===== config.mk =====
export PLATFORM = sky130hd
export DESIGN_NAME = text_to_integer_parser
export DESIGN_NICKNAME = d
export VERILOG_FILES = /design/src/rtl/ttoi_pkg.sv /design/src/rtl/ttoi_classify.sv /design/src/rtl/ttoi_core.sv /design/src/rtl/text_to_integer_parser.sv
export SDC_FILE = /design/constraint.sdc
export NUM_CORES = 2
export LEC_CHECK = 0
export ABC_AREA = 1
export BUFFER_PORTS_ARGS = -buffer_cell sky130_fd_sc_hd__buf_4
export CAP_MARGIN = 20
export CORE_UTILIZATION = 45
export CTS_CLUSTER_SIZE = 28
export DETAILED_ROUTE_END_ITERATION = 12
export SYNTH_ARGS = -nofsm -noshare
export SYNTH_HDL_FRONTEND = slang
export SYNTH_SLANG_ARGS = --single-unit
export TNS_END_PERCENT = 10

===== constraint.sdc =====
create_clock -name clk -period 16.4 [get_ports clk]
set_input_delay 0.82 -clock clk [delete_from_list [all_inputs] [get_ports clk]]
set_output_delay 0.82 -clock clk [all_outputs]
set_load 0.02 [all_outputs]

===== src/rtl/ttoi_pkg.sv =====
// Shared types and constants for the text-to-integer parser.
// Used by every module under rtl; depends on nothing.
`timescale 1ns / 1ps

package ttoi_pkg;

  // Width of the saturating byte position and of the consumed count.
  localparam int CountWidth = 16;
  localparam logic [CountWidth-1:0] CountMax = '1;

  // Radix handling.
  localparam int BaseWidth = 6;
  localparam logic [BaseWidth-1:0] MaxBase  = 6'd36;
  localparam logic [BaseWidth-1:0] NotDigit = 6'd36;
  localparam logic [BaseWidth-1:0] BaseOct  = 6'd8;
  localparam logic [BaseWidth-1:0] BaseDec  = 6'd10;
  localparam logic [BaseWidth-1:0] BaseHex  = 6'd16;
  localparam logic [BaseWidth-1:0] BaseAuto = 6'd0;
  localparam logic [BaseWidth-1:0] BaseOne  = 6'd1;

  // Configuration register indexes.
  localparam logic CfgNumberBase = 1'b0;
  localparam logic CfgSignedMode = 1'b1;

  // Result status codes.
  typedef enum logic [1:0] {
    ST_OK        = 2'd0,
    ST_NO_DIGITS = 2'd1,
    ST_OVERFLOW  = 2'd2,
    ST_BAD_BASE  = 2'd3
  } status_t;

  // Decoded view of one text byte.
  typedef struct packed {
    logic [BaseWidth-1:0] digit;
    logic                 is_space;
    logic                 is_minus;
    logic                 is_plus;
    logic                 is_zero;
    logic                 is_x;
  } char_info_t;

  // One finished result word.
  typedef struct packed {
    logic [63:0]           value;
    logic [CountWidth-1:0] count;
    status_t               status;
  } result_t;

endpackage


===== src/rtl/ttoi_classify.sv =====
// Character decoder: digit value and the special characters of the grammar.
// Depends on ttoi_pkg.
`timescale 1ns / 1ps

module ttoi_classify
  import ttoi_pkg::*;
(
  input  logic [7:0] text_byte,
  output char_info_t info
);

  logic [BaseWidth-1:0] digit;

  // Digit value for 0-9, A-Z and a-z; anything else reads as not a digit.
  always_comb begin
    if (text_byte >= 8'h30 && text_byte <= 8'h39) begin
      digit = BaseWidth'(text_byte - 8'h30);
    end else if (text_byte >= 8'h41 && text_byte <= 8'h5A) begin
      digit = BaseWidth'(text_byte - 8'd55);
    end else if (text_byte >= 8'h61 && text_byte <= 8'h7A) begin
      digit = BaseWidth'(text_byte - 8'd87);
    end else begin
      digit = NotDigit;
    end
  end

  assign info.digit = digit;

  // Whitespace is space, tab, line feed, vertical tab, form feed and return.
  assign info.is_space = (text_byte == 8'h20) || (text_byte >= 8'h09 && text_byte <= 8'h0D);
  assign info.is_minus = (text_byte == 8'h2D);
  assign info.is_plus  = (text_byte == 8'h2B);
  assign info.is_zero  = (text_byte == 8'h30);
  assign info.is_x     = (text_byte == 8'h78) || (text_byte == 8'h58);

endmodule


===== src/rtl/ttoi_core.sv =====
// Parse state machine with the multiply-add accumulator and result selection.
// Depends on ttoi_pkg; takes decoded bytes from ttoi_classify.
`timescale 1ns / 1ps

module ttoi_core
  import ttoi_pkg::*;
(
  input  logic                 clk,
  input  logic                 rst,
  input  logic                 step_en,
  input  logic                 first,
  input  char_info_t           info,
  input  logic [BaseWidth-1:0] number_base,
  input  logic                 signed_mode,
  output logic                 res_valid,
  output result_t              res
);

  typedef enum logic [2:0] {
    PH_IDLE, PH_SPACE, PH_SIGNED, PH_ZERO, PH_PREFIX, PH_DIGITS, PH_DONE
  } phase_t;

  phase_t                phase, phase_next;
  logic [63:0]           acc, acc_next;
  logic                  neg, neg_next;
  logic [BaseWidth-1:0]  base, base_next;
  logic                  ovf, ovf_next;
  logic                  dseen, dseen_next;
  logic [CountWidth-1:0] pos, pos_next;

  // State as seen by this byte: a first byte restarts the parse.
  phase_t                cur_phase;
  logic [63:0]           cur_acc;
  logic                  cur_neg;
  logic [BaseWidth-1:0]  cur_base;
  logic                  cur_ovf;
  logic                  cur_dseen;
  logic [CountWidth-1:0] cur_pos;

  logic                 bad_base;
  logic                 begin_num;
  logic                 zero_start;
  logic                 digit_path;
  logic                 prefix_end;
  logic                 digit_take;
  logic                 emit;
  logic                 active;
  logic [BaseWidth-1:0] base_eff;
  logic [63:0]          lim;
  logic [69:0]          prod;
  logic [70:0]          sum;
  logic                 over;

  assign cur_phase = first ? PH_SPACE : phase;
  assign cur_acc   = first ? '0 : acc;
  assign cur_neg   = first ? 1'b0 : neg;
  assign cur_base  = first ? number_base : base;
  assign cur_ovf   = first ? 1'b0 : ovf;
  assign cur_dseen = first ? 1'b0 : dseen;
  assign cur_pos   = first ? '0 : pos;

  assign bad_base = first && (number_base == BaseOne || number_base > MaxBase);

  // Path selection for this byte.
  always_comb begin
    begin_num  = 1'b0;
    digit_path = 1'b0;
    prefix_end = 1'b0;
    base_eff   = cur_base;
    active     = 1'b0;
    if (!bad_base) begin
      unique case (cur_phase)
        PH_SPACE: begin
          active    = 1'b1;
          begin_num = !info.is_space && !info.is_minus && !info.is_plus;
        end
        PH_SIGNED: begin
          active    = 1'b1;
          begin_num = 1'b1;
        end
        PH_ZERO: begin
          active     = 1'b1;
          digit_path = !info.is_x;
          if (cur_base == BaseAuto) begin
            base_eff = BaseOct;
          end
        end
        PH_PREFIX: begin
          active     = 1'b1;
          base_eff   = BaseHex;
          digit_path = (info.digit < BaseHex);
          prefix_end = !(info.digit < BaseHex);
        end
        PH_DIGITS: begin
          active     = 1'b1;
          digit_path = 1'b1;
        end
        default: begin
          active = 1'b0;
        end
      endcase
    end
    zero_start = begin_num && info.is_zero && (cur_base == BaseAuto || cur_base == BaseHex);
    if (begin_num && !zero_start) begin
      digit_path = 1'b1;
      if (cur_base == BaseAuto) begin
        base_eff = BaseDec;
      end
    end
  end

  assign digit_take = digit_path && (info.digit < base_eff);
  assign emit       = (digit_path && !digit_take) || prefix_end;

  // Range limit for the current sign and mode.
  always_comb begin
    if (signed_mode) begin
      lim = cur_neg ? 64'h8000_0000_0000_0000 : 64'h7FFF_FFFF_FFFF_FFFF;
    end else begin
      lim = '1;
    end
  end

  // One multiply-add by the radix, checked against the limit at full width.
  assign prod = 70'(cur_acc) * 70'(base_eff);
  assign sum  = 71'(prod) + 71'(info.digit);
  assign over = sum > 71'(lim);

  // Next state.
  always_comb begin
    phase_next = cur_phase;
    acc_next   = cur_acc;
    neg_next   = cur_neg;
    base_next  = cur_base;
    ovf_next   = cur_ovf;
    dseen_next = cur_dseen;
    pos_next   = cur_pos;
    if (bad_base) begin
      phase_next = PH_DONE;
      base_next  = BaseAuto;
    end else begin
      if (cur_phase == PH_SPACE && info.is_minus) begin
        neg_next   = 1'b1;
        phase_next = PH_SIGNED;
      end else if (cur_phase == PH_SPACE && info.is_plus) begin
        phase_next = PH_SIGNED;
      end
      if (cur_phase == PH_ZERO && info.is_x) begin
        phase_next = PH_PREFIX;
      end
      if (zero_start) begin
        acc_next   = '0;
        dseen_next = 1'b1;
        phase_next = PH_ZERO;
      end
      if (digit_path || prefix_end) begin
        base_next = base_eff;
      end
      if (digit_take) begin
        dseen_next = 1'b1;
        phase_next = PH_DIGITS;
        if (cur_ovf || over) begin
          ovf_next = 1'b1;
        end else begin
          acc_next = sum[63:0];
        end
      end
      if (emit) begin
        phase_next = PH_DONE;
      end
      if (active && cur_pos != CountMax) begin
        pos_next = cur_pos + 1'b1;
      end
    end
  end

  // Result word for a number that ends on this byte.
  always_comb begin
    res_valid = bad_base || emit;
    res.value  = '0;
    res.count  = '0;
    res.status = ST_OK;
    if (bad_base) begin
      res.status = ST_BAD_BASE;
    end else if (!cur_dseen) begin
      res.status = ST_NO_DIGITS;
    end else begin
      if (prefix_end) begin
        res.count = (cur_pos == CountMax) ? CountMax : cur_pos - 1'b1;
      end else begin
        res.count = cur_pos;
      end
      if (cur_ovf) begin
        res.value  = lim;
        res.status = ST_OVERFLOW;
      end else begin
        res.value = cur_neg ? (64'd0 - cur_acc) : cur_acc;
      end
    end
  end

  // Parse state registers.
  always_ff @(posedge clk) begin
    if (rst) begin
      phase <= PH_IDLE;
      acc   <= '0;
      neg   <= 1'b0;
      base  <= BaseAuto;
      ovf   <= 1'b0;
      dseen <= 1'b0;
      pos   <= '0;
    end else if (step_en) begin
      phase <= phase_next;
      acc   <= acc_next;
      neg   <= neg_next;
      base  <= base_next;
      ovf   <= ovf_next;
      dseen <= dseen_next;
      pos   <= pos_next;
    end
  end

endmodule


===== src/rtl/text_to_integer_parser.sv =====
// Streaming text-to-integer parser: one text byte per word in, one result word per number.
// Bytes pass the input register, the combinational radix multiply-add and limit compare,
// and the result register; one byte per cycle unless a full result word is stalled.
// Reset (rst, synchronous): parser idle until a first byte, base 10, signed limits, both
// pipeline registers empty.
`timescale 1ns / 1ps

module text_to_integer_parser
  import ttoi_pkg::*;
(
  input  logic                  clk,
  input  logic                  rst,
  // Configuration write port.
  input  logic                  cfg_write,
  input  logic                  cfg_index,
  input  logic [BaseWidth-1:0]  cfg_data,
  // Byte input channel.
  input  logic                  in_valid,
  output logic                  in_stall,
  input  logic [7:0]            text_byte,
  input  logic                  first_byte,
  // Result output channel.
  output logic                  out_valid,
  input  logic                  out_stall,
  output logic [63:0]           result_value,
  output logic [CountWidth-1:0] consumed_count,
  output logic [1:0]            parse_status
);

  logic [BaseWidth-1:0] number_base;
  logic                 signed_mode;

  logic       in_q_valid;
  logic [7:0] in_q_byte;
  logic       in_q_first;

  logic       advance;
  logic       step_en;
  char_info_t info;
  logic       res_valid;
  result_t    res;

  // Configuration registers.
  always_ff @(posedge clk) begin
    if (rst) begin
      number_base <= BaseDec;
      signed_mode <= 1'b1;
    end else if (cfg_write) begin
      unique case (cfg_index)
        CfgNumberBase: number_base <= cfg_data;
        CfgSignedMode: signed_mode <= cfg_data[0];
        default:       number_base <= number_base;
      endcase
    end
  end

  // The parse stage moves whenever the result register can take a word.
  assign advance  = !out_valid || !out_stall;
  assign step_en  = in_q_valid && advance;
  assign in_stall = in_q_valid && !advance;

  // Input register.
  always_ff @(posedge clk) begin
    if (rst) begin
      in_q_valid <= 1'b0;
    end else if (!in_stall) begin
      in_q_valid <= in_valid;
    end
  end

  always_ff @(posedge clk) begin
    if (in_valid && !in_stall) begin
      in_q_byte  <= text_byte;
      in_q_first <= first_byte;
    end
  end

  ttoi_classify u_classify (
    .text_byte (in_q_byte),
    .info      (info)
  );

  ttoi_core u_core (
    .clk         (clk),
    .rst         (rst),
    .step_en     (step_en),
    .first       (in_q_first),
    .info        (info),
    .number_base (number_base),
    .signed_mode (signed_mode),
    .res_valid   (res_valid),
    .res         (res)
  );

  // Result register.
  always_ff @(posedge clk) begin
    if (rst) begin
      out_valid <= 1'b0;
    end else if (advance) begin
      out_valid <= step_en && res_valid;
    end
  end

  always_ff @(posedge clk) begin
    if (step_en && res_valid) begin
      result_value   <= res.value;
      consumed_count <= res.count;
      parse_status   <= res.status;
    end
  end

  // A stalled input only ever comes from a full, stalled result register.
  assert property (@(posedge clk) disable iff (rst)
    in_stall |-> (out_valid && out_stall))
    else $error("input stalled while the result register could drain");

  // Words with no value carry neither a value nor a count.
  assert property (@(posedge clk) disable iff (rst)
    (out_valid && (parse_status == ST_BAD_BASE || parse_status == ST_NO_DIGITS))
      |-> (result_value == 64'd0 && consumed_count == '0))
    else $error("empty result word carries a value or count");

  // A result word leaves only when it is taken.
  assert property (@(posedge clk) disable iff (rst)
    $fell(out_valid) |-> !$past(out_stall))
    else $error("result word dropped while stalled");

endmodule

# Yosys cells after proc, flatten, opt, wreduce, memory -nomap -nowiden
# Cells that the tools add are included.
[totals] input_bits=21 mem_bits_rw=0 reg_bits=192 latch_bits=0 wordCells=154 n_memories=0 mem_bits_ro=0
[classes] shifts=0 n_reduce_logical=45 n_mul=1 n_addsub=7 n_div=0 n_eq_ne=15 muxes=55 order_cmp=12 bitwise=2
[ops] cell="two-way mux 64 bit" n=9
[ops] cell="two-way mux 16 bit" n=5
[ops] cell="adder 70 x 6 -> 71 bit" n=1
[ops] cell="greater-than comparator 71 x 64 -> 1 bit" n=1
[ops] cell="multiplier 64 x 6 -> 70 bit" n=1
[ops] cell="subtractor 1 x 64 -> 64 bit (first input constant)" n=1
[ops] cell="two-way mux 6 bit" n=10
[ops] cell="equality test 8 x 6 -> 1 bit (second input constant)" n=4
[ops] cell="two-way mux 3 bit" n=8
[ops] cell="logical AND 1 bit" n=20
[ops] cell="two-way mux 1 bit" n=18
[ops] cell="adder 16 x 1 -> 16 bit (second input constant)" n=1
[ops] cell="equality test 16 bit (second input constant)" n=1
[ops] cell="equality test 8 x 7 -> 1 bit (second input constant)" n=2
[ops] cell="greater-or-equal comparator 8 x 7 -> 1 bit (second input constant)" n=2
[ops] cell="less-or-equal comparator 8 x 7 -> 1 bit (second input constant)" n=2
[ops] cell="!= test 16 bit (second input constant)" n=1
[ops] cell="subtractor 16 x 1 -> 16 bit (second input constant)" n=1
[ops] cell="one-hot mux 6 bit (2 select lines)" n=1
[ops] cell="subtractor 6 bit (second input constant)" n=2
[ops] cell="zero test 1 bit" n=11
[ops] cell="logical OR 1 bit" n=9
[ops] cell="greater-or-equal comparator 8 x 4 -> 1 bit (second input constant)" n=1
[ops] cell="greater-or-equal comparator 8 x 6 -> 1 bit (second input constant)" n=1
[ops] cell="19 further kinds" n=24

# Longest topological paths before layout
[logic_depth] ltp_word=20 depth_mapped=56

# Cells and area by module
# From an unflattened synthesis, not the netlist that was laid out.
[hier_totals] hier_cells=4119 hier_area_um2=27860.5
[by_module_without_submodules] module="ttoi_core" n_inst=1 area_each_um2=24169.4 cells_per_inst=3866
[by_module_without_submodules] module="text_to_integer_parser" n_inst=1 area_each_um2=3134.3 cells_per_inst=151
[by_module_without_submodules] module="ttoi_classify" n_inst=1 area_each_um2=556.8 cells_per_inst=102

# Worst setup path before layout
# Ideal clock, no wire load.
[synth_path] path_type="reg-to-reg" startpoint="register in_q_byte[0]" endpoint="register u_core.acc[34]" stages_incl_launch_ff=47 required_time_ns=16.268 setup_slack_ns=8.714 arrival_ns=7.554 setup_time_ns=0.132 path_buffers=4 path_cell_list="edfxtp_1 -> inv_1 -> ha_1 -> nor3_1 -> nor3_1 -> o21ai_0 -> nand3_1 -> a21oi_2 -> nand2_1 -> nand3_1 -> nand2_1 -> inv_1 -> clkbuf_1 -> buf_1 -> nor2_1 -> fa_1 -> inv_1 -> fa_1 -> [... 11 more ...] -> nand3_1 -> a21oi_1 -> o21ai_0 -> xor2_1 -> inv_1 -> ha_1 -> a21oi_1 -> nor2_1 -> a2111oi_0 -> nand2_1 -> nand2_1 -> nand2_1 -> nand2_1 -> clkbuf_1 -> buf_1 -> nand4_1 -> nand3_1 -> a21oi_1"
[synth_via] elab_chain_cells=20
[synth_rtl] element="start: declaration" line_no="text_to_integer_parser.sv:34" text="logic [7:0] in_q_byte;"
[synth_rtl] element="start signal: assignment" line_no="text_to_integer_parser.sv:73" text="in_q_byte <= text_byte;"
[synth_rtl] element="greater-or-equal comparator 8 x 4 -> 1 bit / less-or-equal comparator 8 x 4 -> 1 bit (equally long branches)" line_no="ttoi_classify.sv:30" text="assign info.is_space = (text_byte == 8'h20) || (text_byte >= 8'h09 && text_byte <= 8'h0D);"
[synth_rtl] element="logical AND 1 bit" line_no="ttoi_classify.sv:30"
[synth_rtl] element="logical OR 1 bit" line_no="ttoi_classify.sv:30"
[synth_rtl] element="zero test 1 bit" line_no="ttoi_core.sv:75" text="begin_num = !info.is_space && !info.is_minus && !info.is_plus;"
[synth_rtl] element="logical AND 1 bit (2 in a row)" line_no="ttoi_core.sv:75"
[synth_rtl] element="one-hot mux 1 bit (2 select lines)" line_no="ttoi_core.sv:72" text="unique case (cur_phase)"
[synth_rtl] element="two-way mux 1 bit" line_no="ttoi_core.sv:71" text="if (!bad_base) begin"
[synth_rtl] element="logical AND 1 bit (2 in a row)" line_no="ttoi_core.sv:103" text="zero_start = begin_num && info.is_zero && (cur_base == BaseAuto || cur_base == BaseHex);"
[synth_rtl] element="[... 2 more ...]"
[synth_rtl] element="two-way mux 6 bit" line_no="ttoi_core.sv:104" text="if (begin_num && !zero_start) begin"
[synth_rtl] element="multiplier 64 x 6 -> 70 bit" line_no="ttoi_core.sv:125" text="assign prod = 70'(cur_acc) * 70'(base_eff);"
[synth_rtl] element="adder 70 x 6 -> 71 bit" line_no="ttoi_core.sv:126" text="assign sum = 71'(prod) + 71'(info.digit);"
[synth_rtl] element="greater-than comparator 71 x 64 -> 1 bit" line_no="ttoi_core.sv:127" text="assign over = sum > 71'(lim);"
[synth_rtl] element="logical OR 1 bit" line_no="ttoi_core.sv:162" text="if (cur_ovf || over) begin"
[synth_rtl] element="two-way mux 64 bit" line_no="ttoi_core.sv:162"
[synth_rtl] element="two-way mux 64 bit (*)" line_no="ttoi_core.sv:159" text="if (digit_take) begin"
[synth_rtl] element="two-way mux 64 bit (*)" line_no="ttoi_core.sv:138" text="if (bad_base) begin"
[synth_rtl] element="end signal: assignment" line_no="ttoi_core.sv:214" text="acc <= acc_next;"
[synth_rtl] element="end: declaration" line_no="ttoi_core.sv:24" text="logic [63:0] acc, acc_next;"
# Mark *: on every way between the ends. The rest lies on a longest branch, timed or not.
# A chain may end at the register's enable or synchronous reset.

# Worst setup path after layout
[layout_path] startpoint="register in_q_first" endpoint="register u_core.acc[50]"
[layout_via] elab_chain_cells=16
[layout_rtl] element="start: declaration" line_no="text_to_integer_parser.sv:35" text="logic in_q_first;"
[layout_rtl] element="start signal: assignment" line_no="text_to_integer_parser.sv:74" text="in_q_first <= first_byte;"
[layout_rtl] element="two-way mux 3 bit" line_no="ttoi_core.sv:54" text="assign cur_phase = first ? PH_SPACE : phase;"
[layout_rtl] element="equality test 3 x 2 -> 1 bit / equality test 3 x 1 -> 1 bit (equally long branches)" line_no="ttoi_core.sv:72"
[layout_rtl] element="one-hot mux 1 bit (2 select lines)" line_no="ttoi_core.sv:72"
[layout_rtl] element="two-way mux 1 bit" line_no="ttoi_core.sv:71"
[layout_rtl] element="logical AND 1 bit (2 in a row)" line_no="ttoi_core.sv:103"
[layout_rtl] element="zero test 1 bit" line_no="ttoi_core.sv:104"
[layout_rtl] element="logical AND 1 bit" line_no="ttoi_core.sv:104"
[layout_rtl] element="two-way mux 6 bit" line_no="ttoi_core.sv:104"
[layout_rtl] element="multiplier 64 x 6 -> 70 bit" line_no="ttoi_core.sv:125"
[layout_rtl] element="adder 70 x 6 -> 71 bit" line_no="ttoi_core.sv:126"
[layout_rtl] element="greater-than comparator 71 x 64 -> 1 bit" line_no="ttoi_core.sv:127"
[layout_rtl] element="logical OR 1 bit" line_no="ttoi_core.sv:162"
[layout_rtl] element="two-way mux 64 bit" line_no="ttoi_core.sv:162"
[layout_rtl] element="two-way mux 64 bit" line_no="ttoi_core.sv:159"
[layout_rtl] element="two-way mux 64 bit (*)" line_no="ttoi_core.sv:138"
# Marked as above.

==> impl_metrics.py <==
metrics = {
    "critical_path": {
        "r2r-start": "in_q_first",
        "crit_path_frequent_cell": "sky130_fd_sc_hd__nand2_1",
        "timing.critical_path.fanout_max": 65,
        "required_ns": 16.73,
        "worstReg2RegEnd": "u_core.acc[50]",
        "timing.critical_path.from_type": "register",
        "crit_path_launch": "in_q_first",
        "crit_slowest_cell": "sky130_fd_sc_hd__inv_2",
        "worst-setup-path-type": "register to register",
        "rrSetupSlack_ns": 5.13,
        "crit_path_to": "u_core.acc[50]",
        "cp_slowest_stage_delay_ns": 0.70,
        "reg2reg_depth": 48,
        "setup.worst_path.end_class": "register",
        "worstPathArrival_ns": 11.60,
    },
    "min_path": {
        "worst_hold_path_type": "register to register",
    },
    "timing": {
        "grt_setup_unrepaired": "false",
        "max_freq_ghz": 0.0888,
        "timing_max_transition_violations_final": 0,
        "period_needed_ns": 11.27,
        "relSlewSlack_pct": 31.0,
        "finalSetupViolations": 0,
        "post-route-period-util_pct": 68.7,
        "worst-slew-pin-transition_ns": 1.03,
        "fin_worst_skew_ns": 0.0156,
        "hold_viol": 0,
        "layout_setup_ws_ns": 5.13,
        "fin_setup_tns_ns": 0,
    },
    "final_layout": {
        "syn2layout_area_growth_pct": 6.78,
        "layout_commonest_cell": "sky130_fd_sc_hd__nand2_1",
        "finalNetCount": 4505,
        "leading_cell_types_in_the_layout_fill_and_taps_excluded": "sky130_fd_sc_hd__nand2_1, sky130_fd_sc_hd__inv_1, sky130_fd_sc_hd__nor2_1, sky130_fd_sc_hd__a21oi_1, sky130_fd_sc_hd__fa_1",
        "share_of_final_layout_standard_cells_stronger_than_drive_strength_1_pct": 7.25,
        "antenna_cells_inserted": 0,
    },
    "placed_design": {
        "gpl.final_weighted_congestion": 0.985,
        "dp.final_hpwl_microns": 71800,
        "io_buffer_count": 104,
        "dpl_ws_ns": 5.33,
    },
    "global_routing": {
        "grt_pass1_vias": 25500,
        "antenna_violations_before_repair": 1,
        "grt_max_degree": 71,
        "gr-usage-all-layers_pct": 29.7,
        "grt_remaining_overflow": 0,
        "grt_first_pass_wirelength_microns": 146000,
    },
    "cts": {
        "number_of_buffers_inserted_for_hold_repair_after_clock_tree_synthesis": 0,
        "clkLatencyLatePin_ns": 0.47,
        "post-cts-setup-buffer-count": 0,
        "ctsResizeCount": 0,
        "numCtsBuffers": 17,
        "tritoncts_clock_tree": "done",
        "clockBufferDepth": 2,
        "clock-root-buffer": "sky130_fd_sc_hd__clkbuf_16",
        "clock_tree.htree_level_count": 4,
        "tritoncts_num_sinks": 192,
        "clk_pin_slew_ns": 0.08,
    },
    "synthesis": {
        "asyncSetResetFlopFracSynth_pct": 0,
        "synthesis.area_sq_mm": 0.0276,
        "proportion_of_netlist_area_held_by_the_largest_area_contributor_pct": 18.3,
        "ys_dominant_reg_cell": "sky130_fd_sc_hd__dfxtp_1",
        "synth_top_area_cell": "sky130_fd_sc_hd__fa_1",
        "synth-edff-count": 91,
        "synth-warning-count": 0,
        "ranking_of_synthesized_cells_by_area": "sky130_fd_sc_hd__fa_1, sky130_fd_sc_hd__nand2_1, sky130_fd_sc_hd__ha_1, sky130_fd_sc_hd__edfxtp_1, sky130_fd_sc_hd__inv_1",
        "synthesis.instances": 3995,
        "synthesis.nets": 4497,
        "synth.lib_cells_used.distinct": 65,
        "synthesis.area_per_instance_sq_um": 6.92,
        "flip_flop_and_latch_count_after_synthesis": 192,
        "synth.yosys.seq_area_share_pct": 17.2,
    },
    "die": {
        "row_count": 90,
        "placeableCoreArea_sq_mm": 0.0605,
        "initial_utilization_pct": 45.7,
        "boundaryPins": 105,
        "die_width_microns": 250,
        "die-height_microns": 250,
        "dieArea_sq_mm": 0.0624,
    },
    "drt": {
        "dr_drc_count": 0,
        "vias_cell": 5.55,
        "dr.pass1.iters": 6,
        "first_iter_violations": 2469,
        "postRouteAntennaNets": 0,
        "routed_wl_microns": 92200,
        "vias": 26600,
        "avgRoutedWirePerCell_microns": 19.2,
    },
    "power": {
        "power_density_mw_per_mm2": 48.2,
        "vdd.ir_drop.worst_mv": 0.0588,
        "p_leak_nw": 15.3,
    },
    "outcome": {
        "status": "complete, no violations",
    },
    "run": {
        "max_cap_violations": 0,
    },
}
sequential cells by signal, indices dropped and copies added (netlist names):
register and flops:
consumed_count 16, in_q_byte 8, in_q_first 1, in_q_valid 1, number_base 6, out_valid 1, parse_status 2, result_value 64
signed_mode 1, u_core.acc 64, u_core.base 6, u_core.dseen 1, u_core.neg 1, u_core.ovf 1, u_core.phase 3, u_core.pos 16
synthesized netlist by cell type, drive strengths merged (51+ instances only):
cell type / number
clkbuf: 79
nand4: 96
fa: 252
nor2: 556
dfxtp: 101
nand3: 201
o21ai: 117
nand2: 1037
a21oi: 316
ha: 229
xor2: 51
buf: 65
inv: 598
edfxtp: 91
stage by stage:
stage                     hold WS [ns]  power, W  util, %  instance area, sq um  std cells
after floorplan                  0.442  0.000876        -                 27600       3995
after global placement           0.452   0.00102     47.9                 29000       4766
after detailed placement         0.454   0.00102     47.9                 29000       4766
after CTS                        0.465   0.00142     48.8                 29500       4798
after global routing             0.478   0.00149     48.8                 29500       4798
final                            0.467   0.00142     48.8                 29500       4798
cell families after synthesis:
group	count (synthesis)	share of synthesized area, %
AO/OA/AOI/OAI	520	10.3
XOR/XNOR	72	2.28
AND/OR/NAND/NOR	1979	30.8
buffers and inverters	751	10.7
flip-flops	192	17.2
adder cells (fa/ha/maj)	481	28.6
area by class of cell:
cell class | instances | area (sq um)
fill | 6242 | 31000
inverter | 607 | 2280
multi-input combinational | 3052 | 20000
clock buffer | 19 | 433
clock inverter | 13 | 88.8
timing repair buffer | 133 | 998
tap | 782 | 978
sequential | 192 | 4750
metal layers:
layer | up-vias | track usage [%] | wire length (microns)
met5 | - | 0 | 0
met4 | 0 | 8.06 | 2170
met3 | 130 | 4.43 | 7660
met2 | 1042 | 45.9 | 40800
met1 | 12700 | 42.9 | 41600
li1 | 12800 | - | -
worst max-delay path, delay by kind of cell, from the launching register on:
family,cells,cell delay [ns]
DFF,1,0.37
adders and majority gates,6,2.55
AOI/OAI and AO/OA,6,1.52
buffers and inverters,12,3.41
and+or+nand+nor,23,2.81
xor gates and xnor gates,1,0.38
where the power goes:
group          switching [W]  total (W)  internal [W]
logic               0.000354   0.000492      0.000138
clock network       0.000205   0.000399      0.000194
registers          0.0000122   0.000531      0.000519
total               0.000572    0.00142      0.000851
worst min path at each step:
stage / from / endpoint / slack, ns / depth (start not counted)
after floorplan: u_core.base[0] / u_core.base[0] / 0.44 / 2
after global placement: u_core.base[5] / u_core.base[5] / 0.45 / 2
after detailed placement: u_core.base[1] / u_core.base[1] / 0.45 / 2
after CTS: u_core.base[1] / u_core.base[1] / 0.47 / 2
after global routing: u_core.pos[0] / u_core.pos[0] / 0.48 / 2
final: u_core.acc[48] / u_core.acc[48] / 0.47 / 2
No activity file was read; power rests on OpenSTA's default activity.
